==> src/hdl/srsw_pkg.sv <==
// Shared types and constants of the selective-repeat sender window block.
// Used by the controller, the datapath, the top level and the testbench.
package srsw_pkg;

    localparam int SEQ_SPACE_DEF = 32;

    localparam int OP_W       = 2;
    localparam int SEQ_W      = 5;
    localparam int IDX_W      = 16;
    localparam int WSIZE_W    = 6;
    localparam int WAIT_W     = 8;
    localparam int ST_W       = 2;
    localparam int TOUT_W     = 6;
    localparam int CFG_IDX_W  = 2;
    localparam int CFG_DATA_W = 16;

    // event codes
    localparam logic [OP_W-1:0] OP_SEND = 2'd0;
    localparam logic [OP_W-1:0] OP_ACK  = 2'd1;
    localparam logic [OP_W-1:0] OP_TICK = 2'd2;

    // slot status codes
    localparam logic [ST_W-1:0] ST_ACKED  = 2'd0;
    localparam logic [ST_W-1:0] ST_SENT   = 2'd1;
    localparam logic [ST_W-1:0] ST_RESEND = 2'd2;

    // configuration register indexes
    localparam logic [CFG_IDX_W-1:0] CFG_TOTAL = 2'd0;
    localparam logic [CFG_IDX_W-1:0] CFG_WSIZE = 2'd1;
    localparam logic [CFG_IDX_W-1:0] CFG_LIMIT = 2'd2;

    localparam logic [IDX_W-1:0]   TOTAL_RST = 16'd1;
    localparam logic [WSIZE_W-1:0] WSIZE_RST = 6'd16;
    localparam logic [WAIT_W-1:0]  LIMIT_RST = 8'd10;

    typedef struct packed {
        logic [OP_W-1:0]  opcode;
        logic [SEQ_W-1:0] ack_seq;
    } t_in_beat;

    typedef struct packed {
        logic              send_valid;
        logic [IDX_W-1:0]  send_index;
        logic [SEQ_W-1:0]  send_seq;
        logic [TOUT_W-1:0] timeouts;
        logic              all_acked;
    } t_out_beat;

    // controller to datapath strobes
    typedef struct packed {
        logic load;
        logic scan;
        logic new_rd;
        logic new_chk;
        logic mark;
        logic ack_wr;
        logic slide;
        logic fin;
    } t_cmd;

    // datapath to controller status
    typedef struct packed {
        logic scan_done;
        logic found;
        logic op_send;
        logic out_free;
    } t_stat;

endpackage

==> src/hdl/srsw_stream_if.sv <==
// Valid/ready stream channel carrying one payload beat.
// The payload type is a parameter; beat types come from srsw_pkg.
interface srsw_stream_if #(
    parameter type T = logic
);
    logic valid;
    logic ready;
    T     data;

    modport source (output valid, output data, input ready);
    modport sink   (input valid, input data, output ready);
endinterface

==> src/hdl/selective_repeat_sender_window_core.sv <==
// Top level of the selective-repeat sender window block.
// Joins srsw_ctrl and srsw_dpath; channels are srsw_stream_if, types from srsw_pkg.
//
// Usage:
//   i_in carries one event per beat: opcode 0 send opportunity, 1 ack with
//   ack_seq, 2 timer tick, 3 no operation. o_out returns exactly one result
//   beat per event, in order. i_cfg_we/i_cfg_idx/i_cfg_data write
//   total_packets (0), window_size (1) and timeout_limit (2) while idle.
//   The slot memory has one read port, so the scan visits one slot per cycle,
//   and a send or tick scans at most SEQ_SPACE window slots; one event is in
//   work at a time.
//   Reset: configuration goes to 1 / 16 / 10, the window is empty at index
//   zero and per-slot valid flags make every slot read as acked with a zero
//   wait count; no clearing pass is needed.
//   Stall: a finished result sits in the output register while o_out.ready
//   is low; the next event is still accepted and worked on, and its result
//   waits until the register frees.
module selective_repeat_sender_window_core #(
    parameter int SEQ_SPACE = srsw_pkg::SEQ_SPACE_DEF
) (
    input  logic                             i_clk,
    input  logic                             i_rst_n,
    srsw_stream_if.sink                      i_in,
    srsw_stream_if.source                    o_out,
    input  logic                             i_cfg_we,
    input  logic [srsw_pkg::CFG_IDX_W-1:0]   i_cfg_idx,
    input  logic [srsw_pkg::CFG_DATA_W-1:0]  i_cfg_data
);
    import srsw_pkg::*;

    t_cmd      cmd;
    t_stat     stat;
    t_in_beat  in_beat;
    t_out_beat out_beat;
    logic      in_ready;
    logic      out_valid;

    assign in_beat    = i_in.data;
    assign i_in.ready = in_ready;

    srsw_ctrl u_ctrl (
        .i_clk      (i_clk),
        .i_rst_n    (i_rst_n),
        .i_in_valid (i_in.valid),
        .i_opcode   (in_beat.opcode),
        .o_in_ready (in_ready),
        .o_cmd      (cmd),
        .i_stat     (stat)
    );

    srsw_dpath #(
        .SEQ_SPACE (SEQ_SPACE)
    ) u_dpath (
        .i_clk      (i_clk),
        .i_rst_n    (i_rst_n),
        .i_cmd      (cmd),
        .o_stat     (stat),
        .i_beat     (in_beat),
        .i_cfg_we   (i_cfg_we),
        .i_cfg_idx  (i_cfg_idx),
        .i_cfg_data (i_cfg_data),
        .o_beat     (out_beat),
        .o_valid    (out_valid),
        .i_ready    (o_out.ready)
    );

    assign o_out.data  = out_beat;
    assign o_out.valid = out_valid;

endmodule

==> src/hdl/srsw_ctrl.sv <==
// Sequencer of the sender window block: walks each event through its phases.
// Depends on srsw_pkg for the command and status structs and event codes.
module srsw_ctrl (
    input  logic                       i_clk,
    input  logic                       i_rst_n,
    input  logic                       i_in_valid,
    input  logic [srsw_pkg::OP_W-1:0]  i_opcode,
    output logic                       o_in_ready,
    output srsw_pkg::t_cmd             o_cmd,
    input  srsw_pkg::t_stat            i_stat
);
    import srsw_pkg::*;

    typedef enum logic [2:0] {
        S_IDLE,
        S_SCAN,
        S_NEW_RD,
        S_NEW_CHK,
        S_MARK,
        S_ACK_WR,
        S_SLIDE,
        S_FIN
    } t_state;

    t_state r_state, n_state;
    logic   r_in_ready;
    logic   load;

    assign load       = i_in_valid && r_in_ready;
    assign o_in_ready = r_in_ready;

    always_comb begin
        n_state = r_state;
        case (r_state)
            S_IDLE: begin
                if (load) begin
                    case (i_opcode)
                        OP_SEND: n_state = S_SCAN;
                        OP_TICK: n_state = S_SCAN;
                        OP_ACK:  n_state = S_ACK_WR;
                        default: n_state = S_FIN;
                    endcase
                end
            end
            S_SCAN: begin
                if (i_stat.scan_done) begin
                    if (!i_stat.op_send)
                        n_state = S_FIN;
                    else if (i_stat.found)
                        n_state = S_MARK;
                    else
                        n_state = S_NEW_RD;
                end
            end
            S_NEW_RD:  n_state = S_NEW_CHK;
            S_NEW_CHK: n_state = S_MARK;
            S_MARK:    n_state = S_FIN;
            S_ACK_WR:  n_state = S_SLIDE;
            S_SLIDE: begin
                if (i_stat.scan_done)
                    n_state = S_FIN;
            end
            S_FIN: begin
                if (i_stat.out_free)
                    n_state = S_IDLE;
            end
            default: n_state = S_IDLE;
        endcase
    end

    always_comb begin
        o_cmd         = '0;
        o_cmd.load    = load;
        o_cmd.scan    = (r_state == S_SCAN);
        o_cmd.new_rd  = (r_state == S_NEW_RD);
        o_cmd.new_chk = (r_state == S_NEW_CHK);
        o_cmd.mark    = (r_state == S_MARK);
        o_cmd.ack_wr  = (r_state == S_ACK_WR);
        o_cmd.slide   = (r_state == S_SLIDE);
        o_cmd.fin     = (r_state == S_FIN);
    end

    always_ff @(posedge i_clk) begin
        if (!i_rst_n) begin
            r_state    <= S_IDLE;
            r_in_ready <= 1'b0;
        end else begin
            r_state    <= n_state;
            r_in_ready <= (n_state == S_IDLE);
        end
    end

`ifndef ASSERT_OFF
    a_one_phase: assert property (@(posedge i_clk) disable iff (!i_rst_n)
        $onehot0({o_cmd.scan, o_cmd.new_rd, o_cmd.new_chk, o_cmd.mark,
                  o_cmd.ack_wr, o_cmd.slide, o_cmd.fin}))
        else $error("more than one phase strobe active");

    a_busy_after_load: assert property (@(posedge i_clk) disable iff (!i_rst_n)
        o_cmd.load |=> !o_in_ready)
        else $error("input still ready right after a beat was taken");
`endif

endmodule

==> src/hdl/srsw_dpath.sv <==
// Datapath of the sender window block: slot memory, window pointers,
// scan pipeline, configuration registers and result register. Uses srsw_pkg.
module srsw_dpath #(
    parameter int SEQ_SPACE = srsw_pkg::SEQ_SPACE_DEF
) (
    input  logic                             i_clk,
    input  logic                             i_rst_n,
    input  srsw_pkg::t_cmd                   i_cmd,
    output srsw_pkg::t_stat                  o_stat,
    input  srsw_pkg::t_in_beat               i_beat,
    input  logic                             i_cfg_we,
    input  logic [srsw_pkg::CFG_IDX_W-1:0]   i_cfg_idx,
    input  logic [srsw_pkg::CFG_DATA_W-1:0]  i_cfg_data,
    output srsw_pkg::t_out_beat              o_beat,
    output logic                             o_valid,
    input  logic                             i_ready
);
    import srsw_pkg::*;

    localparam int SW = $clog2(SEQ_SPACE);
    localparam int CW = $clog2(SEQ_SPACE + 1);
    localparam int MW = ST_W + WAIT_W;
    localparam logic [SW-1:0] SLOT_MAX = SW'(SEQ_SPACE - 1);

    // configuration
    logic [IDX_W-1:0]   r_total;
    logic [WSIZE_W-1:0] r_wsize;
    logic [WAIT_W-1:0]  r_limit;

    // window
    logic [IDX_W-1:0] r_low, r_next;
    logic [SW-1:0]    r_low_slot, r_next_slot;

    // current event
    logic [OP_W-1:0]  r_op;
    logic [SEQ_W-1:0] r_ack;

    // scan pipeline
    logic [CW-1:0]    r_rem;
    logic [SW-1:0]    r_ptr;
    logic [IDX_W-1:0] r_scan_idx;
    logic             r_p1;
    logic [SW-1:0]    r_p1_slot;
    logic [IDX_W-1:0] r_p1_idx;
    logic             r_hit;
    logic [IDX_W-1:0] r_sel_idx;
    logic [SW-1:0]    r_sel_slot;
    logic [WAIT_W-1:0] r_sel_wait;
    logic [CW-1:0]    r_tcnt;

    // slot memory: status and wait count per slot
    logic [MW-1:0]        mem [SEQ_SPACE];
    logic [SEQ_SPACE-1:0] r_vld;
    logic [MW-1:0]        r_rd_data;
    logic                 r_rd_vbit;

    // result register
    t_out_beat r_out;
    logic      r_out_valid;

    logic [MW-1:0]     rd_word;
    logic [ST_W-1:0]   rd_st;
    logic [WAIT_W-1:0] rd_wait;
    logic [SW-1:0]     rd_addr;
    logic              rd_en;
    logic              more, hit_now, issue;
    logic              send_eval, tick_eval, slide_adv, new_ok;
    logic [WAIT_W:0]   wait_inc;
    logic              tick_expire;
    logic              we;
    logic [SW-1:0]     wa;
    logic [MW-1:0]     wd;
    logic [IDX_W-1:0]  diff;
    logic [CW-1:0]     span;
    logic [SW+SEQ_W-1:0] ack_wide;
    logic                ack_ok;
    logic [SW+SEQ_W-1:0] seq_wide;
    logic [CW+TOUT_W-1:0] tc_wide;
    logic              out_free;
    logic              send;
    t_out_beat         res;

    assign rd_word = r_rd_vbit ? r_rd_data : {ST_ACKED, {WAIT_W{1'b0}}};
    assign rd_st   = rd_word[MW-1 -: ST_W];
    assign rd_wait = rd_word[WAIT_W-1:0];

    assign diff = r_next - r_low;
    assign span = (diff > IDX_W'(SEQ_SPACE)) ? CW'(SEQ_SPACE) : diff[CW-1:0];

    assign ack_wide = {{SW{1'b0}}, r_ack};
    assign ack_ok   = ack_wide < (SW + SEQ_W)'(SEQ_SPACE);

    assign more = i_cmd.slide ? (r_scan_idx < r_next) : (r_rem != '0);

    assign send_eval = r_p1 && i_cmd.scan && (r_op == OP_SEND) && (rd_st == ST_RESEND);
    assign tick_eval = r_p1 && i_cmd.scan && (r_op == OP_TICK) && (rd_st == ST_SENT);
    assign slide_adv = r_p1 && i_cmd.slide && (rd_st == ST_ACKED);
    assign hit_now   = send_eval || (r_p1 && i_cmd.slide && (rd_st != ST_ACKED));
    assign issue     = (i_cmd.scan || i_cmd.slide) && more && !r_hit && !hit_now;

    assign rd_en   = issue || i_cmd.new_rd;
    assign rd_addr = i_cmd.new_rd ? r_next_slot : r_ptr;

    assign wait_inc    = {1'b0, rd_wait} + 1'b1;
    assign tick_expire = wait_inc > {1'b0, r_limit};

    assign new_ok = (r_next < r_total) && (diff < {{(IDX_W - WSIZE_W){1'b0}}, r_wsize}) &&
                    ((rd_st == ST_ACKED) || (r_next == '0));

    assign out_free = !r_out_valid || i_ready;

    always_comb begin
        o_stat           = '0;
        o_stat.scan_done = !r_p1 && (r_hit || !more);
        o_stat.found     = r_hit;
        o_stat.op_send   = (r_op == OP_SEND);
        o_stat.out_free  = out_free;
    end

    // one write per cycle: tick aging, send marking or ack clearing
    always_comb begin
        we = 1'b0;
        wa = r_p1_slot;
        wd = '0;
        if (tick_eval) begin
            we = 1'b1;
            wd = tick_expire ? {ST_RESEND, {WAIT_W{1'b0}}} : {ST_SENT, wait_inc[WAIT_W-1:0]};
        end else if (i_cmd.mark && r_hit) begin
            we = 1'b1;
            wa = r_sel_slot;
            wd = {ST_SENT, r_sel_wait};
        end else if (i_cmd.ack_wr && ack_ok) begin
            we = 1'b1;
            wa = ack_wide[SW-1:0];
            wd = {ST_ACKED, {WAIT_W{1'b0}}};
        end
    end

    always_ff @(posedge i_clk) begin
        if (we)
            mem[wa] <= wd;
        if (rd_en) begin
            r_rd_data <= mem[rd_addr];
            r_rd_vbit <= r_vld[rd_addr];
        end
    end

    always_ff @(posedge i_clk) begin
        if (!i_rst_n) begin
            r_vld <= '0;
        end else if (we) begin
            r_vld[wa] <= 1'b1;
        end
    end

    always_ff @(posedge i_clk) begin
        if (!i_rst_n) begin
            r_total <= TOTAL_RST;
            r_wsize <= WSIZE_RST;
            r_limit <= LIMIT_RST;
        end else if (i_cfg_we) begin
            case (i_cfg_idx)
                CFG_TOTAL: r_total <= i_cfg_data;
                CFG_WSIZE: r_wsize <= i_cfg_data[WSIZE_W-1:0];
                CFG_LIMIT: r_limit <= i_cfg_data[WAIT_W-1:0];
                default: ;
            endcase
        end
    end

    // window edges and scan control
    always_ff @(posedge i_clk) begin
        if (!i_rst_n) begin
            r_low       <= '0;
            r_next      <= '0;
            r_low_slot  <= '0;
            r_next_slot <= '0;
            r_p1        <= 1'b0;
            r_hit       <= 1'b0;
        end else begin
            r_p1 <= issue;
            if (i_cmd.load)
                r_hit <= 1'b0;
            else if (hit_now || (i_cmd.new_chk && new_ok))
                r_hit <= 1'b1;
            if (slide_adv) begin
                r_low      <= r_low + 1'b1;
                r_low_slot <= (r_low_slot == SLOT_MAX) ? '0 : r_low_slot + 1'b1;
            end
            if (i_cmd.new_chk && new_ok) begin
                r_next      <= r_next + 1'b1;
                r_next_slot <= (r_next_slot == SLOT_MAX) ? '0 : r_next_slot + 1'b1;
            end
        end
    end

    // event payload and scan bookkeeping
    always_ff @(posedge i_clk) begin
        if (i_cmd.load) begin
            r_op       <= i_beat.opcode;
            r_ack      <= i_beat.ack_seq;
            r_rem      <= span;
            r_ptr      <= r_low_slot;
            r_scan_idx <= r_low;
            r_tcnt     <= '0;
        end else begin
            if (issue) begin
                r_ptr      <= (r_ptr == SLOT_MAX) ? '0 : r_ptr + 1'b1;
                r_scan_idx <= r_scan_idx + 1'b1;
                if (i_cmd.scan)
                    r_rem <= r_rem - 1'b1;
            end
            if (tick_eval && tick_expire)
                r_tcnt <= r_tcnt + 1'b1;
        end
        if (issue) begin
            r_p1_slot <= r_ptr;
            r_p1_idx  <= r_scan_idx;
        end
        if (send_eval) begin
            r_sel_idx  <= r_p1_idx;
            r_sel_slot <= r_p1_slot;
            r_sel_wait <= rd_wait;
        end else if (i_cmd.new_chk && new_ok) begin
            r_sel_idx  <= r_next;
            r_sel_slot <= r_next_slot;
            r_sel_wait <= rd_wait;
        end
    end

    assign send     = (r_op == OP_SEND) && r_hit;
    assign seq_wide = {{SEQ_W{1'b0}}, r_sel_slot};
    assign tc_wide  = {{TOUT_W{1'b0}}, r_tcnt};

    always_comb begin
        res            = '0;
        res.send_valid = send;
        res.send_index = send ? r_sel_idx : '0;
        res.send_seq   = send ? seq_wide[SEQ_W-1:0] : '0;
        res.timeouts   = (r_op == OP_TICK) ? tc_wide[TOUT_W-1:0] : '0;
        res.all_acked  = (r_low == r_total);
    end

    // result register: load when free, hold while the sink stalls
    always_ff @(posedge i_clk) begin
        if (!i_rst_n) begin
            r_out_valid <= 1'b0;
        end else if (i_cmd.fin && out_free) begin
            r_out_valid <= 1'b1;
        end else if (i_ready) begin
            r_out_valid <= 1'b0;
        end
    end

    always_ff @(posedge i_clk) begin
        if (i_cmd.fin && out_free)
            r_out <= res;
    end

    assign o_beat  = r_out;
    assign o_valid = r_out_valid;

`ifndef ASSERT_OFF
    a_low_le_next: assert property (@(posedge i_clk) disable iff (!i_rst_n)
        r_low <= r_next)
        else $error("window low edge passed next new index");

    a_tcnt_bound: assert property (@(posedge i_clk) disable iff (!i_rst_n)
        r_tcnt <= CW'(SEQ_SPACE))
        else $error("timeout count beyond slot count");

    a_read_in_scan: assert property (@(posedge i_clk) disable iff (!i_rst_n)
        r_p1 |-> $past(i_cmd.scan || i_cmd.slide))
        else $error("scan read pending outside a scan phase");
`endif

endmodule

==> src/flat_wrapper.sv <==
// flat-port wrapper written by rule: the top's interface ports become plain ports
module selective_repeat_sender_window_core_flat import srsw_pkg::*;
#(
    parameter int SEQ_SPACE = srsw_pkg::SEQ_SPACE_DEF
)
  (i_clk, i_rst_n, i_cfg_we, i_cfg_idx, i_cfg_data, i_in_valid, i_in_data, i_in_ready, o_out_valid, o_out_data, o_out_ready);
  srsw_stream_if #(.T(t_in_beat)) i_in_i ();
  srsw_stream_if #(.T(t_out_beat)) o_out_i ();
  input  logic i_clk;
  input  logic i_rst_n;
  input  logic i_cfg_we;
  input  logic [srsw_pkg::CFG_IDX_W-1:0] i_cfg_idx;
  input  logic [srsw_pkg::CFG_DATA_W-1:0] i_cfg_data;
  input wire logic [$bits(i_in_i.valid)-1:0] i_in_valid;
  input wire logic [$bits(i_in_i.data)-1:0] i_in_data;
  output wire logic [$bits(i_in_i.ready)-1:0] i_in_ready;
  output wire logic [$bits(o_out_i.valid)-1:0] o_out_valid;
  output wire logic [$bits(o_out_i.data)-1:0] o_out_data;
  input wire logic [$bits(o_out_i.ready)-1:0] o_out_ready;
  assign i_in_i.valid = i_in_valid;
  assign i_in_i.data = i_in_data;
  assign i_in_ready = i_in_i.ready;
  assign o_out_valid = o_out_i.valid;
  assign o_out_data = o_out_i.data;
  assign o_out_i.ready = o_out_ready;
  selective_repeat_sender_window_core #(.SEQ_SPACE(SEQ_SPACE)) u_core (.i_clk(i_clk), .i_rst_n(i_rst_n), .i_in(i_in_i), .o_out(o_out_i), .i_cfg_we(i_cfg_we), .i_cfg_idx(i_cfg_idx), .i_cfg_data(i_cfg_data));
endmodule
==> config.mk <==
export PLATFORM = sky130hd
export DESIGN_NAME = selective_repeat_sender_window_core_flat
export DESIGN_NICKNAME = d
export VERILOG_FILES = /design/src/hdl/srsw_pkg.sv /design/src/hdl/srsw_stream_if.sv /design/src/hdl/selective_repeat_sender_window_core.sv /design/src/hdl/srsw_ctrl.sv /design/src/hdl/srsw_dpath.sv /design/src/flat_wrapper.sv
export SDC_FILE = /design/constraint.sdc
export NUM_CORES = 1
export LEC_CHECK = 0
export BUFFER_PORTS_ARGS = -buffer_cell sky130_fd_sc_hd__buf_2
export CAP_MARGIN = 20
export CORE_MARGIN = 3
export CORE_UTILIZATION = 40
export DETAILED_ROUTE_END_ITERATION = 10
export PLACE_DENSITY_LB_ADDON = 0.25
export SLEW_MARGIN = 30
export SYNTH_ARGS = -nofsm -noshare
export SYNTH_HDL_FRONTEND = slang
export SYNTH_SLANG_ARGS = --single-unit
==> constraint.sdc <==
create_clock -name i_clk -period 11.1 [get_ports i_clk]
set_input_delay 3.33 -clock i_clk [delete_from_list [all_inputs] [get_ports i_clk]]
set_output_delay 3.33 -clock i_clk [all_outputs]
set_load 0.05 [all_outputs]
==> run_results.csv <==
group,metric,value,unit
run_status,outcome,"completed",
setup_path,critPathBufInv,2,
placed_design,place_ws,5.743,ns
sta,finalSetupTns,0,ns
min_path,min_path_type,"flip-flop to flip-flop",
setup_path,critPathKind,"input port to flip-flop",
synth,synth.area.top_cells,"edfxtp_1, dfxtp_1, mux4_2",
cts,h-tree-depth,2,
synth,ys_types,73,
floorplan,die-area,65210,um2
synth,postSynthCellCount,1851,
detailed_routing,drc,0,
floorplan,initial_core_util,0.4083,
synth,synth_area,24870,um2
pwr,ir_worst_vdd,192.3,uV
sta,drv_slew,0,
synth,async_reset_ff_frac,0,
sta,setup_ws,6.095,ns
floorplan,io_pins,61,
detailed_routing,vias,15280,
synth,syn_avg_cell_area,13.44,um2
setup_path,max_stage_delay,0.77,ns
cts,clock_sinks,561,
detailed_routing,ant_nets,0,
placed_design,hpwl,40.18,mm
cts,ctsResizeCount,0,
pwr,p_per_area,203.9,nW/um2
cts,cts_made_buffers,59,
setup_path,cp_slowest_cell,"clkinv_2",
cts,clockBufferDepth,3,
pwr,leakagePower,9.383,nW
finish,finalNetCount,2016,
cts,hold_buffers,0,
synth,yosysTopAreaCell,"edfxtp_1",
sta,rsz0062_at_grt,"false",
placed_design,port_buffers,60,
cts,cts_root_buf,"clkbuf_16",
setup_path,worst_path_dominant_cell_family,"buffers and inverters",
floorplan,rows,90,
run,cap_violations,0,
detailed_routing,viasPerCell,5.477,
detailed_routing,wl_per_cell,22.03,um
cts,clk_latency,0.66,ns
detailed_routing,wirelength,61.46,mm
setup_path,rr_startpoint,"u_core.u_dpath.r_low[4]",
sta,fin_skew,0.05768,ns
floorplan,die_height,255.4,um
finish,syn2layout_area_growth,13.27,%
floorplan,die_w,255.4,um
grt,grt_max_degree,89,
setup_path,required,11.64,ns
sta,worst_pin_slew,0.9356,ns
min_path,hp-start,"u_core.u_dpath.r_vld[5]",
setup_path,startpoint,"i_in_valid",
cts,path_clk_slew,0.06,ns
setup_path,critPathArrivalTime,5.54,ns
grt,grt_usage,0.1872,
setup_path,crit_fanout,58,
grt,grt.overflow.total,0,
cts,cts_tree,"yes",
grt,antenna_found_initial,1,
cts,postCtsSetupBuffers,0,
synth,ys_warn_count,0,
sta,period_share,0.4509,
sta,fmax,199.8,MHz
sta,period_minus_slack,5.005,ns
grt,grt_pass1_vias,15527,
sta,finalSetupViolations,0,
detailed_routing,drtIter0Drc,1129,
finish,num_antenna_cells,0,
synth,syn-num-nets,1954,
synth,ys_seq_area_frac,0.6302,
setup_path,startpoint_type,"input port",
synth,synth.top_cell.area_share,0.5360,
sta,hold_violations,0,
synth,synth_ff_type,"edfxtp_1",
floorplan,core,60920,um2
setup_path,cp-end-kind,"flip-flop",
placed_design,globalplace.congestion,0.8806,
synth,synth_edf_count,444,
detailed_routing,drtPass1Iterations,5,
setup_path,crit_chain,"buf_2 -> nand2_1 -> clkinv_2 -> a31oi_1 -> nor2_1 -> o22a_1 -> nor4_1",
synth,ys_ff_latch,561,
finish,layout-drive-gt1-share,0.1779,
sta,relSlewSlack,0.3756,
grt,grt_pass1_wl,93.90,mm
finish,postLayoutCoreUtil,0.4624,
[cell usage after synthesis (all sizes together), types with 37 or more instances]
cell type,n
ha,72
clkbuf,55
dfxtp,117
a21oi,65
and3,38
nand2,218
o21ai,57
edfxtp,444
inv,80
nor2,121
mux4,88
nand3,92
xnor2,49
o21a,37
[cell usage in the layout, fill, tap and decap left out, types with 6 or more instances in the layout]
cell type and instances:
xor2_1 21, and3_1 38, xnor2_1 49, mux2i_1 25, mux4_2 88, and2_1 16
clkbuf_1 20, a21oi_1 65, nor4_1 8, dfxtp_1 117, o21ai_1 12, nor2_2 40
nor2_1 81, clkinv_2 8, o21a_1 37, o31ai_1 6, buf_4 23, edfxtp_1 444
o21ai_0 45, ha_1 72, inv_1 77, buf_2 60, nand2_1 217, clkbuf_16 59
a31o_2 7, nand2b_1 13, a31oi_1 8, nor3_1 13, nand3b_1 6, clkinv_1 8
a21o_1 18, nand3_1 92, nand4_1 29, mux2_2 22
[stage by stage]
stage               total power, mW  cells  hold slack, ns  cell area (um2)
floorplan                     3.431   1851          0.4354            24870
global placement              3.820   2680          0.4414            26150
detailed placement            3.844   2680          0.4476            26220
CTS                           5.801   2790          0.4614            28160
global route                  6.016   2790          0.4763            28170
finish                        5.743   2790          0.4580            28170
[where the power goes]
| group | switching, mW | internal, mW | leakage (nW) |
|---|---|---|---|
| Clock | 0.833 | 1.13 | 0.922 |
| Combinational | 0.781 | 0.446 | 3.92 |
| Sequential | 0.127 | 2.43 | 4.54 |
| Total | 1.74 | 4.00 | 9.38 |
[sequential cells by signal, summed over array words and instances (netlist names), 8 cells and up]
signal / flops
u_core.u_dpath.r_sel_wait: 8
u_core.u_dpath.r_rd_data: 10
u_core.u_dpath.r_total: 16
u_core.u_dpath.o_beat: 29
u_core.u_dpath.r_sel_idx: 16
u_core.u_dpath.r_p1_idx: 16
u_core.u_dpath.mem: 320
u_core.u_dpath.r_limit: 8
u_core.u_dpath.r_next: 16
u_core.u_dpath.r_low: 16
u_core.u_dpath.r_scan_idx: 16
u_core.u_dpath.r_vld: 32
[final timing paths]
| path | depth (start not counted) | slack [ns] | end |
|---|---|---|---|
| worst min register to register | 1 | 0.46 | u_core.u_dpath.r_vld[5] |
| worst max-delay path | 7 | 6.10 | u_core.u_ctrl.o_in_ready |
| worst min-delay path | 1 | 0.46 | u_core.u_dpath.r_vld[5] |
| worst max register to register | 14 | 6.74 | u_core.u_dpath.r_next[13] |
[worst reg2reg max path: stages (launching register included)]
cell and delay (ns):
dfxtp_1 0.45, inv_1 0.14, ha_1 0.39, nand2_1 0.10, a211o_1 0.35, nand2_1 0.11, xor2_1 0.11, ha_1 0.23
or4_1 0.54, a311oi_2 0.28, o311ai_2 0.14, buf_4 0.25, and4b_1 0.80, a31o_2 0.28, a21oi_1 0.06
[layer usage]
metal  track usage  wire (um)  up-vias
li1              -          -     7079
met1        0.2362      25500     7665
met2        0.3202      30390      407
met3       0.03654       3313      129
met4       0.06961       2265        0
met5             0          0        -
[area by class of cell]
cell class / count / area [um2]
clock buffer: 82 / 1593
clock inverter: 28 / 344.1
fill: 5359 / 32750
inverter: 81 / 305.3
multi-input combinational: 1126 / 8726
sequential: 561 / 15680
tap: 828 / 1036
timing repair buffer: 84 / 493.0
[cell families (layout without fill, tap and decap cells)]
kind of cell,count (synthesis),count (layout),share of synthesized area
mux,140,140,0.1018
fa+ha+maj,73,73,0.03702
xor+xnor,70,70,0.02465
compound gates,248,248,0.06565
buf+inv,164,275,0.02711
flops,561,561,0.6302
simple gates,595,595,0.1136
Note: power is estimated with default switching activity, not from simulation.
